**config.mk**
```make
export PLATFORM = sky130hd
export DESIGN_NAME = lru_key_value_cache
export DESIGN_NICKNAME = d
export VERILOG_FILES = /design/src/sv/lkvc_pkg.sv /design/src/sv/lkvc_cell.sv /design/src/sv/lru_key_value_cache.sv
export SDC_FILE = /design/constraint.sdc
export NUM_CORES = 1
export LEC_CHECK = 0
export BUFFER_PORTS_ARGS = -buffer_cell sky130_fd_sc_hd__buf_2
export CORE_MARGIN = 3
export CORE_UTILIZATION = 56
export DETAILED_ROUTE_END_ITERATION = 10
export GPL_TIMING_DRIVEN = 0
export PLACE_DENSITY = 0.73
export SYNTH_ARGS = -nofsm -noshare
export SYNTH_HDL_FRONTEND = slang
export SYNTH_SLANG_ARGS = --single-unit
```
**constraint.sdc**
```tcl
create_clock -name clk -period 5.8 [get_ports clk]
set_clock_uncertainty 0.1 [all_clocks]
set_input_delay 1.16 -clock clk [delete_from_list [all_inputs] [get_ports clk]]
set_output_delay 1.16 -clock clk [all_outputs]
set_load 0.05 [all_outputs]
```
**src/sv/lkvc_pkg.sv**
```systemverilog
`default_nettype none
// ----------------------------------------------------------------------------
// lkvc_pkg: shared types and constants of the LRU key-value cache
// Beat payloads, command codes, register reset value and the control
// bundle that the top level broadcasts to the row of entry cells.
// ----------------------------------------------------------------------------
package lkvc_pkg;

	localparam int ENTRIES_DEF = 16;
	localparam int KEY_W = 32;
	localparam int DATA_W = 32;
	localparam int CAP_W = 5;

	localparam logic [CAP_W-1:0] CAP_RESET = 5'd16;
	localparam logic [DATA_W-1:0] MISS_DATA = 32'hFFFF_FFFF;

	localparam logic CMD_GET = 1'b0;
	localparam logic CMD_PUT = 1'b1;

	typedef struct packed {
		logic command;
		logic signed [KEY_W-1:0] key;
		logic signed [DATA_W-1:0] value;
	} lkvc_in_t;

	typedef struct packed {
		logic hit;
		logic signed [DATA_W-1:0] read_data;
	} lkvc_out_t;

	typedef struct packed {
		logic match_en;
		logic upd_en;
		logic command;
		logic hit;
		logic use_free;
	} lkvc_ctl_t;

endpackage
`default_nettype wire

```
**src/sv/lkvc_cell.sv**
```systemverilog
`default_nettype none
// ----------------------------------------------------------------------------
// lkvc_cell: one entry of the LRU key-value cache
// Holds a key, a value, a valid bit and a recency rank. Matches the broadcast
// key, and passes the free-slot search, the hit data and the hit rank on to
// its neighbor.
// ----------------------------------------------------------------------------
module lkvc_cell #(
	parameter int RANK_W = 4,
	parameter int OCC_W = 5
) (
	input wire logic clk,
	input wire logic arst_n,
	input wire lkvc_pkg::lkvc_ctl_t ctl,
	input wire logic [lkvc_pkg::KEY_W-1:0] key,
	input wire logic [lkvc_pkg::DATA_W-1:0] value,
	input wire logic [RANK_W-1:0] hit_rank,
	input wire logic [OCC_W-1:0] occ_m1,
	input wire logic free_in,
	output logic free_out,
	input wire logic hit_in,
	output logic hit_out,
	input wire logic [lkvc_pkg::DATA_W-1:0] data_in,
	output logic [lkvc_pkg::DATA_W-1:0] data_out,
	input wire logic [RANK_W-1:0] rank_in,
	output logic [RANK_W-1:0] rank_out
);

	logic [lkvc_pkg::KEY_W-1:0] key_q;
	logic [lkvc_pkg::DATA_W-1:0] value_q;
	logic valid_q;
	logic [RANK_W-1:0] rank_q;
	logic match_s1;

	logic match_now;
	logic first_free;
	logic lru;
	logic target;
	logic is_put;

	assign match_now = valid_q && (key_q == key);
	assign first_free = !valid_q && !free_in;
	assign lru = valid_q && (OCC_W'(rank_q) == occ_m1);
	assign target = ctl.hit ? match_s1 : (ctl.use_free ? first_free : lru);
	assign is_put = (ctl.command == lkvc_pkg::CMD_PUT);

	assign free_out = free_in || !valid_q;
	assign hit_out = hit_in || match_s1;
	assign data_out = data_in | (match_s1 ? value_q : '0);
	assign rank_out = rank_in | (match_s1 ? rank_q : '0);

	always_ff @(posedge clk) begin
		if (ctl.upd_en && is_put && target) begin
			value_q <= value;
			if (!ctl.hit) begin
				key_q <= key;
			end
		end
	end

	always_ff @(posedge clk or negedge arst_n) begin
		if (!arst_n) begin
			valid_q <= 1'b0;
			rank_q <= '0;
			match_s1 <= 1'b0;
		end else begin
			if (ctl.match_en) begin
				match_s1 <= match_now;
			end
			if (ctl.upd_en) begin
				if (ctl.hit) begin
					if (match_s1) begin
						rank_q <= '0;
					end else if (valid_q && (rank_q < hit_rank)) begin
						rank_q <= RANK_W'(rank_q + 1'b1);
					end
				end else if (is_put) begin
					if (target) begin
						valid_q <= 1'b1;
						rank_q <= '0;
					end else if (valid_q) begin
						rank_q <= RANK_W'(rank_q + 1'b1);
					end
				end
			end
		end
	end

endmodule
`default_nettype wire

```
**src/sv/lru_key_value_cache.sv**
```systemverilog
`default_nettype none
// ----------------------------------------------------------------------------
// lru_key_value_cache: fully associative key-value cache with LRU replacement
// A row of entry cells compares a key in parallel and keeps recency ranks.
// ----------------------------------------------------------------------------
// Usage: a beat on the input channel carries a command (get or put), a key
// and a value. Every input beat produces exactly one output beat with a hit
// flag and read data: the stored value on a get hit, all ones on a get miss
// and zero for a put.
// Timing: after a beat is accepted the cells compare the key in the next
// cycle (S_MATCH); the entry row is updated in S_UPDATE, when the result is
// loaded into the output register, which can wait on a stall. The input
// channel takes no new beat until the previous one has left S_UPDATE.
// A finished result may wait in the output register while the next beat is
// accepted and compared.
// Stall: while the output register holds an untaken result, the update of
// the next beat waits and the input channel stays stalled.
// Reset: all entries are invalid, the capacity register returns to 16, and
// no beat is pending. The user must write the capacity register through
// cfg_we and cfg_data only while the block is idle; it is not enforced.
// ----------------------------------------------------------------------------
module lru_key_value_cache #(
	parameter int ENTRIES = lkvc_pkg::ENTRIES_DEF
) (
	input wire logic clk,
	input wire logic arst_n,
	input wire logic cfg_we,
	input wire logic [lkvc_pkg::CAP_W-1:0] cfg_data,
	input wire logic in_valid,
	output logic in_stall,
	input wire lkvc_pkg::lkvc_in_t in_data,
	output logic out_valid,
	input wire logic out_stall,
	output lkvc_pkg::lkvc_out_t out_data
);

	localparam int RANK_W = (ENTRIES > 1) ? $clog2(ENTRIES) : 1;
	localparam int OCC_W = $clog2(ENTRIES + 1);
	localparam int CMP_W = (OCC_W > lkvc_pkg::CAP_W) ? OCC_W : lkvc_pkg::CAP_W;

	typedef enum logic [2:0] {
		S_IDLE = 3'b001,
		S_MATCH = 3'b010,
		S_UPDATE = 3'b100
	} state_t;

	state_t state_q;
	lkvc_pkg::lkvc_in_t item_q;
	lkvc_pkg::lkvc_out_t out_q;
	logic out_valid_q;
	logic [lkvc_pkg::CAP_W-1:0] capacity_q;
	logic [OCC_W-1:0] occ_q;

	lkvc_pkg::lkvc_ctl_t ctl;
	logic in_take;
	logic upd_go;
	logic [CMP_W-1:0] cap_ext;
	logic [CMP_W-1:0] eff_cap;
	logic use_free;
	logic hit;
	logic [RANK_W-1:0] hit_rank;
	logic [lkvc_pkg::DATA_W-1:0] hit_data;
	logic [lkvc_pkg::DATA_W-1:0] read_data;
	logic [OCC_W-1:0] occ_m1;

	logic free_chain [ENTRIES+1];
	logic hit_chain [ENTRIES+1];
	logic [lkvc_pkg::DATA_W-1:0] data_chain [ENTRIES+1];
	logic [RANK_W-1:0] rank_chain [ENTRIES+1];

	assign in_stall = (state_q != S_IDLE);
	assign in_take = in_valid && !in_stall;
	assign upd_go = (state_q == S_UPDATE) && (!out_valid_q || !out_stall);

	assign cap_ext = CMP_W'(capacity_q);
	always_comb begin
		if (capacity_q == '0) begin
			eff_cap = CMP_W'(1);
		end else if (cap_ext > CMP_W'(ENTRIES)) begin
			eff_cap = CMP_W'(ENTRIES);
		end else begin
			eff_cap = cap_ext;
		end
	end
	assign use_free = CMP_W'(occ_q) < eff_cap;
	assign occ_m1 = OCC_W'(occ_q - 1'b1);

	assign free_chain[0] = 1'b0;
	assign hit_chain[0] = 1'b0;
	assign data_chain[0] = '0;
	assign rank_chain[0] = '0;
	assign hit = hit_chain[ENTRIES];
	assign hit_data = data_chain[ENTRIES];
	assign hit_rank = rank_chain[ENTRIES];

	assign ctl.match_en = (state_q == S_MATCH);
	assign ctl.upd_en = upd_go;
	assign ctl.command = item_q.command;
	assign ctl.hit = hit;
	assign ctl.use_free = use_free;

	for (genvar i = 0; i < ENTRIES; i++) begin : g_cell
		lkvc_cell #(
			.RANK_W(RANK_W),
			.OCC_W(OCC_W)
		) u_cell (
			.clk(clk),
			.arst_n(arst_n),
			.ctl(ctl),
			.key(item_q.key),
			.value(item_q.value),
			.hit_rank(hit_rank),
			.occ_m1(occ_m1),
			.free_in(free_chain[i]),
			.free_out(free_chain[i+1]),
			.hit_in(hit_chain[i]),
			.hit_out(hit_chain[i+1]),
			.data_in(data_chain[i]),
			.data_out(data_chain[i+1]),
			.rank_in(rank_chain[i]),
			.rank_out(rank_chain[i+1])
		);
	end

	always_comb begin
		if (item_q.command == lkvc_pkg::CMD_PUT) begin
			read_data = '0;
		end else if (hit) begin
			read_data = hit_data;
		end else begin
			read_data = lkvc_pkg::MISS_DATA;
		end
	end

	always_ff @(posedge clk) begin
		if (in_take) begin
			item_q <= in_data;
		end
		if (upd_go) begin
			out_q.hit <= hit;
			out_q.read_data <= read_data;
		end
	end

	always_ff @(posedge clk or negedge arst_n) begin
		if (!arst_n) begin
			state_q <= S_IDLE;
			out_valid_q <= 1'b0;
			capacity_q <= lkvc_pkg::CAP_RESET;
			occ_q <= '0;
		end else begin
			if (cfg_we) begin
				capacity_q <= cfg_data;
			end
			unique case (state_q)
				S_IDLE: begin
					if (in_take) begin
						state_q <= S_MATCH;
					end
				end
				S_MATCH: begin
					state_q <= S_UPDATE;
				end
				S_UPDATE: begin
					if (upd_go) begin
						state_q <= S_IDLE;
					end
				end
				default: begin
					state_q <= S_IDLE;
				end
			endcase
			if (upd_go) begin
				out_valid_q <= 1'b1;
				if ((item_q.command == lkvc_pkg::CMD_PUT) && !hit && use_free) begin
					occ_q <= OCC_W'(occ_q + 1'b1);
				end
			end else if (out_valid_q && !out_stall) begin
				out_valid_q <= 1'b0;
			end
		end
	end

	assign out_valid = out_valid_q;
	assign out_data = out_q;

endmodule
`default_nettype wire

```
# Yosys cells after proc, flatten, opt, wreduce, memory -nomap -nowiden

Cells that the tools add are included.

Order comparisons: 18
Reductions and logical operators: 218
Bitwise logic cells: 31
Multiplexer cells: 168
$add $sub $neg: 18
Equality and inequality tests: 54

Operators with widths:

| operator                                                           | count |
|---|---|
| 32-bit 2-to-1 mux                                                  | 17 |
| 32-bit equality test                                               | 16 |
| 32-bit bitwise OR                                                  | 15 |
| 4-bit 2-to-1 mux                                                   | 112 |
| 4-bit AND reduction                                                | 32 |
| 1-bit logical AND                                                  | 85 |
| 4-bit by 5-bit equality test with 1-bit output                     | 16 |
| 4-bit by 1-bit adder with 4-bit output, second input constant      | 16 |
| 4-bit less-than comparator                                         | 16 |
| 4-bit bitwise OR                                                   | 15 |
| 3-bit != test, second input constant                               | 16 |
| 3-bit nonzero test                                                 | 16 |
| 2-bit AND reduction                                                | 18 |
| 1-bit logical NOT                                                  | 34 |
| 1-bit 2-to-1 mux                                                   | 34 |
| 1-bit logical OR                                                   | 30 |
| 5-bit 2-to-1 mux                                                   | 2 |
| 3-bit one-hot mux with 3 select lines                              | 1 |
| 3-bit 2-to-1 mux                                                   | 2 |
| 5-bit by 1-bit adder with 5-bit output, second input constant      | 1 |
| 5-bit greater-than comparator, second input constant               | 1 |
| 5-bit logical NOT                                                  | 1 |
| 5-bit less-than comparator                                         | 1 |
| 5-bit by 1-bit subtractor with 5-bit output, second input constant | 1 |
| 7 further kinds                                                    | 9 |

Output and inout bits: 35
Flip-flop bits (word level): 1232
Logic and storage cells: 596
Input port bits: 75

# Longest topological paths before layout

Gate-level depths: netlist of the first run.

Word-level depth: 22
Gate-level depth with buffers: 14
Mapped depth without buffers: 12

# By module

A second synthesis of the first run with hierarchy kept.

Cell total of the unflattened synthesis: 3479
Area, all modules: 52820.7 um2

By module, submodules not included:

| module              | area each (um2) | times used | cells an instance |
|---|---|---|---|
| lkvc_cell           | 3046.7          | 16         | 202 |
| lru_key_value_cache | 4073.9          | 1          | 247 |

# Worst setup path before layout of the first run

OpenSTA, ideal clock, no wires.

Path kind: in2reg
From: input port out_stall
To: register g_cell[10].u_cell.key_q[0] (netlist bit), enable pin
Path slack: -0.234 ns
Cell stages on the path: 4
Arrival: 5.501 ns
Path buffers: 1
Path through: a21oi_1 nand3_1 clkbuf_1 a21oi_1

Cells in the longest elaborated chain, start to end: 6

Ends and longest elaborated chain:

| what                           | RTL line                  | source |
|---|---|---|
| from (decl)                    | lru_key_value_cache.sv:33 | `input wire logic out_stall,` |
| 1-bit logical NOT              | lru_key_value_cache.sv:73 | `assign upd_go = (state_q == S_UPDATE) && (!out_valid_q \|\| !out_stall);` |
| 1-bit logical OR               | lru_key_value_cache.sv:73 |  |
| 1-bit logical AND              | lru_key_value_cache.sv:73 |  |
| 1-bit logical AND (2 in a row) | lkvc_cell.sv:53           | `if (ctl.upd_en && is_put && target) begin` |
| 2-bit AND reduction (no line)  | --                        |  |
| to (signal assigned)           | lkvc_cell.sv:56           | `key_q <= key;` |
| to (decl)                      | lkvc_cell.sv:29           | `logic [lkvc_pkg::KEY_W-1:0] key_q;` |

Every way passes these cells.
A chain may end at the register's enable or synchronous reset.

# Worst setup path after layout of the first run

From: register g_cell[8].u_cell.match_s1
To: register g_cell[14].u_cell.rank_q[3]

Cells in the longest elaborated chain, start to end: 13
Elaborated cells between the ends (all ways): 27
Those cells by class: order compare: 1; eq/ne: 1; mux: 5; bitwise: 8; reduce/logical: 12

Ends and longest elaborated chain:

| what                          | RTL line        | source |
|---|---|---|
| from (decl)                   | lkvc_cell.sv:33 | `logic match_s1;` |
| from (signal assigned)        | lkvc_cell.sv:68 | `match_s1 <= match_now;` |
| 4-bit 2-to-1 mux              | lkvc_cell.sv:50 | `assign rank_out = rank_in \| (match_s1 ? rank_q : '0);` |
| 4-bit bitwise OR (8 in a row) | lkvc_cell.sv:50 |  |
| 4-bit less-than comparator    | lkvc_cell.sv:74 | `end else if (valid_q && (rank_q < hit_rank)) begin` |
| 1-bit logical AND             | lkvc_cell.sv:74 |  |
| 3-bit != test (no line)       | --              |  |
| 4-bit AND reduction (no line) | --              |  |
| to (signal assigned)          | lkvc_cell.sv:75 | `rank_q <= RANK_W'(rank_q + 1'b1);` |
| to (signal assigned)          | lkvc_cell.sv:82 | `rank_q <= RANK_W'(rank_q + 1'b1);` |
| to (decl)                     | lkvc_cell.sv:32 | `logic [RANK_W-1:0] rank_q;` |

Several ways; a longest one is shown, not always the timed one. The select of a mux whose other input is x is not followed.

==> results of run 1 <==
-- power groups by stage --
stage	sequential (mW)	combinational, mW	clock [mW]
after detailed placement	11.1	2.44	0
after global routing	11.0	2.62	7.61
after global placement	11.1	2.35	0
final	10.9	2.50	7.25
after CTS	10.9	2.45	7.27
after floorplan	10.8	1.53	0
-- metrics by stage --
| step | utilization | TNS [ps] | setup WS (ps) | hold WS (ps) | power, mW |
|---|---|---|---|---|---|
| final | 0.646 | 0 | 168 | 303 | 20.7 |
| after global routing | 0.646 | 0 | 210 | 329 | 21.2 |
| after CTS | 0.646 | 0 | 359 | 293 | 20.7 |
| after detailed placement | 0.605 | 0 | 406 | 416 | 13.5 |
| after global placement | 0.593 | -2107910 | -2900 | 417 | 13.5 |
| after floorplan | - | 0 | 712 | 391 | 12.3 |
-- layer usage --
metal,global-route usage,part of all wire
met1,0.486,0.37
met2,0.511,0.44
met3,0.0840,0.14
met4,0.148,0.048
met5,0,0
-- sequential cells by signal, indices dropped and copies added, names as in the netlist --
name	cells
cap_ext	5
g_cell.u_cell.match_s1	16
g_cell.u_cell.rank_q	64
out_valid	1
g_cell.u_cell.key_q	512
occ_q	5
state_q	3
out_data	33
g_cell.u_cell.valid_q	16
ctl	1
item_q	64
g_cell.u_cell.value_q	512
-- path summary, 6_finish.rpt --
check	from	to	cells past startpoint
min in group clk	occ_q[4]$_DFFE_PN0P_	occ_q[4]$_DFFE_PN0P_	1
hold reg to reg	occ_q[4]$_DFFE_PN0P_	occ_q[4]$_DFFE_PN0P_	1
max in group asynchronous	arst_n	cap_ext[4]$_DFFE_PN1P_	2
hold / removal	arst_n	g_cell[2].u_cell.rank_q[3]$_DFFE_PN0P_	1
setup / recovery	g_cell[8].u_cell.match_s1$_DFFE_PN0P_	g_cell[14].u_cell.rank_q[3]$_DFFE_PN0P_	13
setup reg to reg	g_cell[8].u_cell.match_s1$_DFFE_PN0P_	g_cell[14].u_cell.rank_q[3]$_DFFE_PN0P_	13
-- cells by family after synthesis --
group / count (synthesis) / share of synthesized area
AOI/OAI and AO/OA: 570 / 0.0843
xor gates and xnor gates: 576 / 0.100
adders and majority gates: 41 / 0.00994
buffers and inverters: 242 / 0.0195
DFF: 1232 / 0.717
muxes: 17 / 0.00362
and+or+nand+nor: 622 / 0.0655
-- final cells by class --
type	count	area share
flip-flops and latches	1232	0.632
multi-input cells	1826	0.238
clock buffers	173	0.0562
well taps	1165	0.0253
repair buffers	148	0.0242
plain buffers	190	0.0139
clock inverters	49	0.00662
inverters	52	0.00339
diodes	3	0.000130
-- critical path, delay by kind of cell, from the launching register on --
family | cells | cell delay, ps
adder cells (fa/ha/maj) | 1 | 270
flip-flops | 1 | 450
AO/OA/AOI/OAI | 2 | 400
AND/OR/NAND/NOR | 6 | 1210
buffers and inverters | 4 | 3050
-- layout by cell type, fill, tap and decap left out, drive strengths merged, types with 16 or more instances in the layout --
master  synthesis  final
buf            56    204
edfxtp       1122   1122
nor2          105    105
o31ai          18     18
nand4         140    140
xor2          268    268
nor3           34     34
a21o           16     16
xnor2         304    304
a221oi         52     52
a22o           56     56
nand3          70     70
a21oi          55     55
inv            52     53
clkinv          0     45
ha             38     38
clkbuf        134    307
nand2         108    108
o21ai          70     70
dfrtp         108    108
or2            18     18
a22oi         200    200
nor4           81     81
==> results.md, run 1 <==
* Outcome: finished, violations left
* Failing checks: max-capacitance violations, max-slew violations
* Net Switching at 5.68 mW
* Antenna violations before repair at 7
* DR DRC count at 0
* Drt first pass iters at 6
* WS Path Type: reg -> reg
* Setup Fix Bufs, Post-CTS at 0
* H-tree depth at 3
* Sequential-to-total area share from yosys stat at 0.717
* Finished Layout Cells at 4838
* GRT Util Overall at 0.343
* Async set-or-reset flop fraction in the synthesized netlist at 0.0893
* Slowest CP cell: buf_1
* Total gr overflow at 0
* First-pass GRT wire length at 228 mm
* GP Congestion at 0.967
* Most common cell in the synthesized netlist: edfxtp_1
* Post-route clock period utilization at 0.971
* Top cells by area, synth: edfxtp_1, dfrtp_1, xnor2_1, xor2_1, a22oi_1
* Cells after Synth at 3300
* Fin area at 57600 um^2
* Placed instance area at 54000 um^2
* Clock sinks at 1232
* Die area at 94500 um^2
* FF/Latch Area at 36400 um^2
* Synth Area per Inst at 15.4 um^2
* Clock transition at path regs at 60 ps
* Worst-skew pair later-pin latency at 750 ps
* Crit end category: flip-flop
* Fin. Hold Viols at 0
* Worst Hold Class: in -> async
* Area growth from synthesis to layout at 13.3%
* Final setup viols at 0
* Clk root buf: clkbuf_16
* CP arrival at 6110 ps
* DR iter-0 viols at 5713
* ANT nets after route at 0
* Max-slew violations at 11
* Crit path launch type: flip-flop
* Critical path fanouts, max at 10
* Commonest cells in the netlist: edfxtp_1, xnor2_1, xor2_1, a22oi_1, nand4_1
* Yosys top cell area share at 0.663
* Area of the multi-input gates at 13700 um^2
* R2r setup slk at 170 ps
* Share of cells above drive strength 1 at 0.118
* IO buf count at 109
* Mapped Area at 50900 um^2
* Synth Flop Type: edfxtp_1
* Routed WL at 163 mm
* # IOs at 110
* Power density over the cells at 359 nW/um^2
* Part of the power in registers at 0.529
* Cell taking the most area after synthesis: edfxtp_1
* Leakage at 18.9 nW
* Post-CTS sizing at 0
* Rows at 109
* Vias in the first global route at 31400
* Combinational power share at 0.121
* Placed cells at 4613
* Most used cell, CP: buf_1
* Yosys warns at 0
* Crit-path cells: buf_1 -> clkbuf_1 -> buf_1 -> a22oi_1 -> nand4_1 -> nor2_2 -> buf_8 -> ha_1 -> nand2_1 -> or4_4 -> and2_4 -> and4b_1 -> a221o_1
* Sw frac at 0.274
* Worst rel slew slack at -0.0139
* #FFs+latches synth at 1232
* Fin nets at 3682
* Tmin final at 5630 ps
* Synth cell types at 90
* Cell Int Power at 15.0 mW
* Hold buffers post-CTS at 0
* Max clock buf depth at 3
* RSZ-0062 raised after global routing: no
* Fmax at 0.178 GHz
* CP peak stage delay at 1090 ps
* Max-cap violations at 2
* Initial core utilization at 0.570
* Synth Net Count at 3413
* Die Y at 307 um
* Number of synthesized flops with an enable pin at 1122
* CTS Buf Count at 119
* DR vias/cell at 6.74
* Drt wl/cell at 33.6 um
* Worst-margin pin slew at 1520 ps
* Core Area at 89200 um^2
* Clock power frac at 0.350
* CTS tree: done
* Fill count at 6293
* Critical Path RT at 6280 ps
* Via count at 32600
* VDD IR max at 357 uV
* HPWL after DPL at 105 mm
* Die width at 307 um
* Largest net degree at the start of global routing at 66
No activity file was read; power rests on OpenSTA's default activity.
==> run 2: changes to the inputs <==
--- a/config.mk
+++ b/config.mk
@@ -7,10 +7,12 @@
 export LEC_CHECK = 0
 export BUFFER_PORTS_ARGS = -buffer_cell sky130_fd_sc_hd__buf_2
 export CORE_MARGIN = 3
-export CORE_UTILIZATION = 56
+export CORE_UTILIZATION = 57
 export DETAILED_ROUTE_END_ITERATION = 10
 export GPL_TIMING_DRIVEN = 0
-export PLACE_DENSITY = 0.73
+export PLACE_DENSITY = 0.74
+export SLEW_MARGIN = 20
 export SYNTH_ARGS = -nofsm -noshare
 export SYNTH_HDL_FRONTEND = slang
+export SYNTH_HIERARCHICAL = 1
 export SYNTH_SLANG_ARGS = --single-unit
==> results.md, run 2 <==
* Outcome: finished, violations left
* Failing checks: negative setup slack
* CP arrival at 6640 ps (+530 ps)
* Most common cell after layout, fill and taps aside: edfxtp_1
* Worst rel slew slack at 0.194 (+0.208)
* Post-route clock period utilization at 1.09 (+0.119)
* Max clock buf depth at 3 (unchanged)
* GP Congestion at 0.838 (-13%)
* Critical Path RT at 6120 ps (-160 ps)
* Die area at 96300 um^2 (+2.0%)
* CTS Buf Count at 120 (+0.84%)
* HPWL after DPL at 75.0 mm (-28%)
* Total gr overflow at 0 (unchanged)
* Fin nets at 4204 (+14%)
* Crit end category: flip-flop
* Clock sinks at 1232 (unchanged)
* CTS tree: done
* First-pass GRT wire length at 201 mm (-12%)
* R2r setup slk at -520 ps (-690 ps)
* Met1 Use GR at 0.388 (-0.0988)
* IO buf count at 109 (unchanged)
* DR iter-0 viols at 3714 (-35%)
* H-tree depth at 3 (unchanged)
* Top Registers: g_cell.u_cell/key_q (512), g_cell.u_cell/value_q (512)
* Share of cells above drive strength 1 at 0.179 (+0.0607)
* Overall Power at 21.1 mW (+2.2%)
* Drt first pass iters at 6 (unchanged)
* Placed instance area at 56800 um^2 (+5.2%)
* WS Path Type: reg -> reg
* Fin area at 64500 um^2 (+12%)
* Cells after Synth at 3478 (+5.4%)
* Tmin final at 6320 ps (+689 ps)
* Rows at 111 (+1.8%)
* GRT Util Overall at 0.281 (-0.0617)
* Worst-skew pair later-pin latency at 720 ps (-30 ps)
* Drt wl/cell at 25.8 um (-23%)
* DR vias/cell at 6.11 (-9.4%)
* Via count at 33100 (+1.3%)
* Clock transition at path regs at 60 ps (about the same)
* Mapped Area at 52800 um^2 (+3.9%)
* Final setup viols at 1103 (+1103)
* VDD IR max at 443 uV (+24%)
* Max-slew violations at 0 (-11)
* Die Y at 310 um (+0.99%)
* Fin. Hold Viols at 0 (unchanged)
* Leakage at 25.4 nW (+34%)
* Area growth from synthesis to layout at 22.1%
* DR DRC count at 0 (unchanged)
* Most frequent cells in the layout: edfxtp_1, a21o_1, xor2_1, xnor2_1, clkbuf_16
* Synth Area per Inst at 15.2 um^2 (-1.5%)
* # IOs at 110 (unchanged)
* Routed WL at 140 mm (-14%)
* Max-cap violations at 0 (-2)
* Vias in the first global route at 32200 (+2.3%)
* Critical path fanouts, max at 7 (-3)
* Met3 Track Usage GR at 0.0530 (-0.0310)
* Clk root buf: clkbuf_16
* Met2 global-route usage at 0.431 (-0.0800)
* Largest net degree at the start of global routing at 62 (-6.1%)
* Top Usage Layer GRT: met2
* Yosys warns at 6 (+6)
* Worst Hold Class: in -> async
* Die width at 310 um (+0.99%)
* Antenna violations before repair at 3 (-4)
* ANT nets after route at 0 (unchanged)
* Power density over the cells at 328 nW/um^2 (-8.7%)
* Core Area at 91800 um^2 (+2.9%)
* Setup ws final at -521 ps (-689 ps)
* RSZ-0062 raised after global routing: yes
* Fmax at 0.158 GHz (-11%)
* Crit path launch type: flip-flop
* Hold buffers post-CTS at 0 (unchanged)
* Worst-margin pin slew at 1210 ps (-312 ps)
* Initial core utilization at 0.575 (+0.00513)
## run 2: layer usage
metal / vias up / share of wire
met5: - / 0
met4: 0 / 0.060
met2: 1670 / 0.45
met1: 16600 / 0.39
met3: 401 / 0.092
li1: 14400 / -
## run 2: area by class of cell
class | instances | area, um^2
antenna | 1 | 2.50
buffer | 72 | 285
clock buffer | 147 | 3160
clock inverter | 80 | 738
fill | 5719 | 27300
inverter | 119 | 447
multi-input combinational | 2119 | 16600
sequential | 1232 | 36500
tap | 1243 | 1560
timing repair buffer | 395 | 5210
## run 2: stage by stage
step	setup TNS, ps	util	setup WS [ps]	hold WS, ps	cells
6_report	-358850	0.702	-521	354	5408
5_1_grt	-407270	0.702	-536	378	5407
4_1_cts	-312870	0.694	-398	334	5356
3_5_place_dp	-1231060	0.618	-1460	428	4946
3_3_place_gp	-1693910	0.602	-1980	422	4868
2_1_floorplan	-373830	-	-624	386	3516
## run 2: worst max-delay path, stage by stage (launching register included)
cell,delay [ps]
dfrtp_2,470
or2_4,250
or2_4,220
or2_4,220
or2_4,220
or2_4,220
or2_4,220
or2_4,220
or2_4,220
or2_4,220
or2_4,220
or2_4,220
or2_4,220
or2_4,230
or2_4,220
or2_4,250
buf_4,150
or2_4,300
nor2b_4,150
or4b_4,510
o211ai_4,290
and4b_2,320
buf_6,170
clkbuf_16,170
## run 2: final timing paths
check / startpoint / end / cells after the start
worst max-delay path: g_cell[0].u_cell/match_s1$_DFFE_PN0P_ / g_cell[12].u_cell/key_q[16]$_DFFE_PP_ / 23
worst min-delay path: arst_n / g_cell[2].u_cell/rank_q[1]$_DFFE_PN0P_ / 1
worst max register to register: g_cell[0].u_cell/match_s1$_DFFE_PN0P_ / g_cell[12].u_cell/key_q[16]$_DFFE_PP_ / 23
worst min register to register: cap_ext[1]$_DFFE_PN0P_ / cap_ext[1]$_DFFE_PN0P_ / 1
max in group asynchronous: arst_n / g_cell[12].u_cell/rank_q[2]$_DFFE_PN0P_ / 2
min in group clk: cap_ext[1]$_DFFE_PN0P_ / cap_ext[1]$_DFFE_PN0P_ / 1
## run 2: power by group
part	switching (mW)	total, mW	internal [mW]
clock	3.31	7.70	4.40
sequential	0.467	10.7	10.3
combinational	1.58	2.72	1.14
## run 2: timing repair
action                     in CTS  in global routing
setup endpoints to repair    1129               1129
gates resized for setup       103                 20
pin swaps                      61                 22
cloned                         38                 19
buffers inserted              145                 35
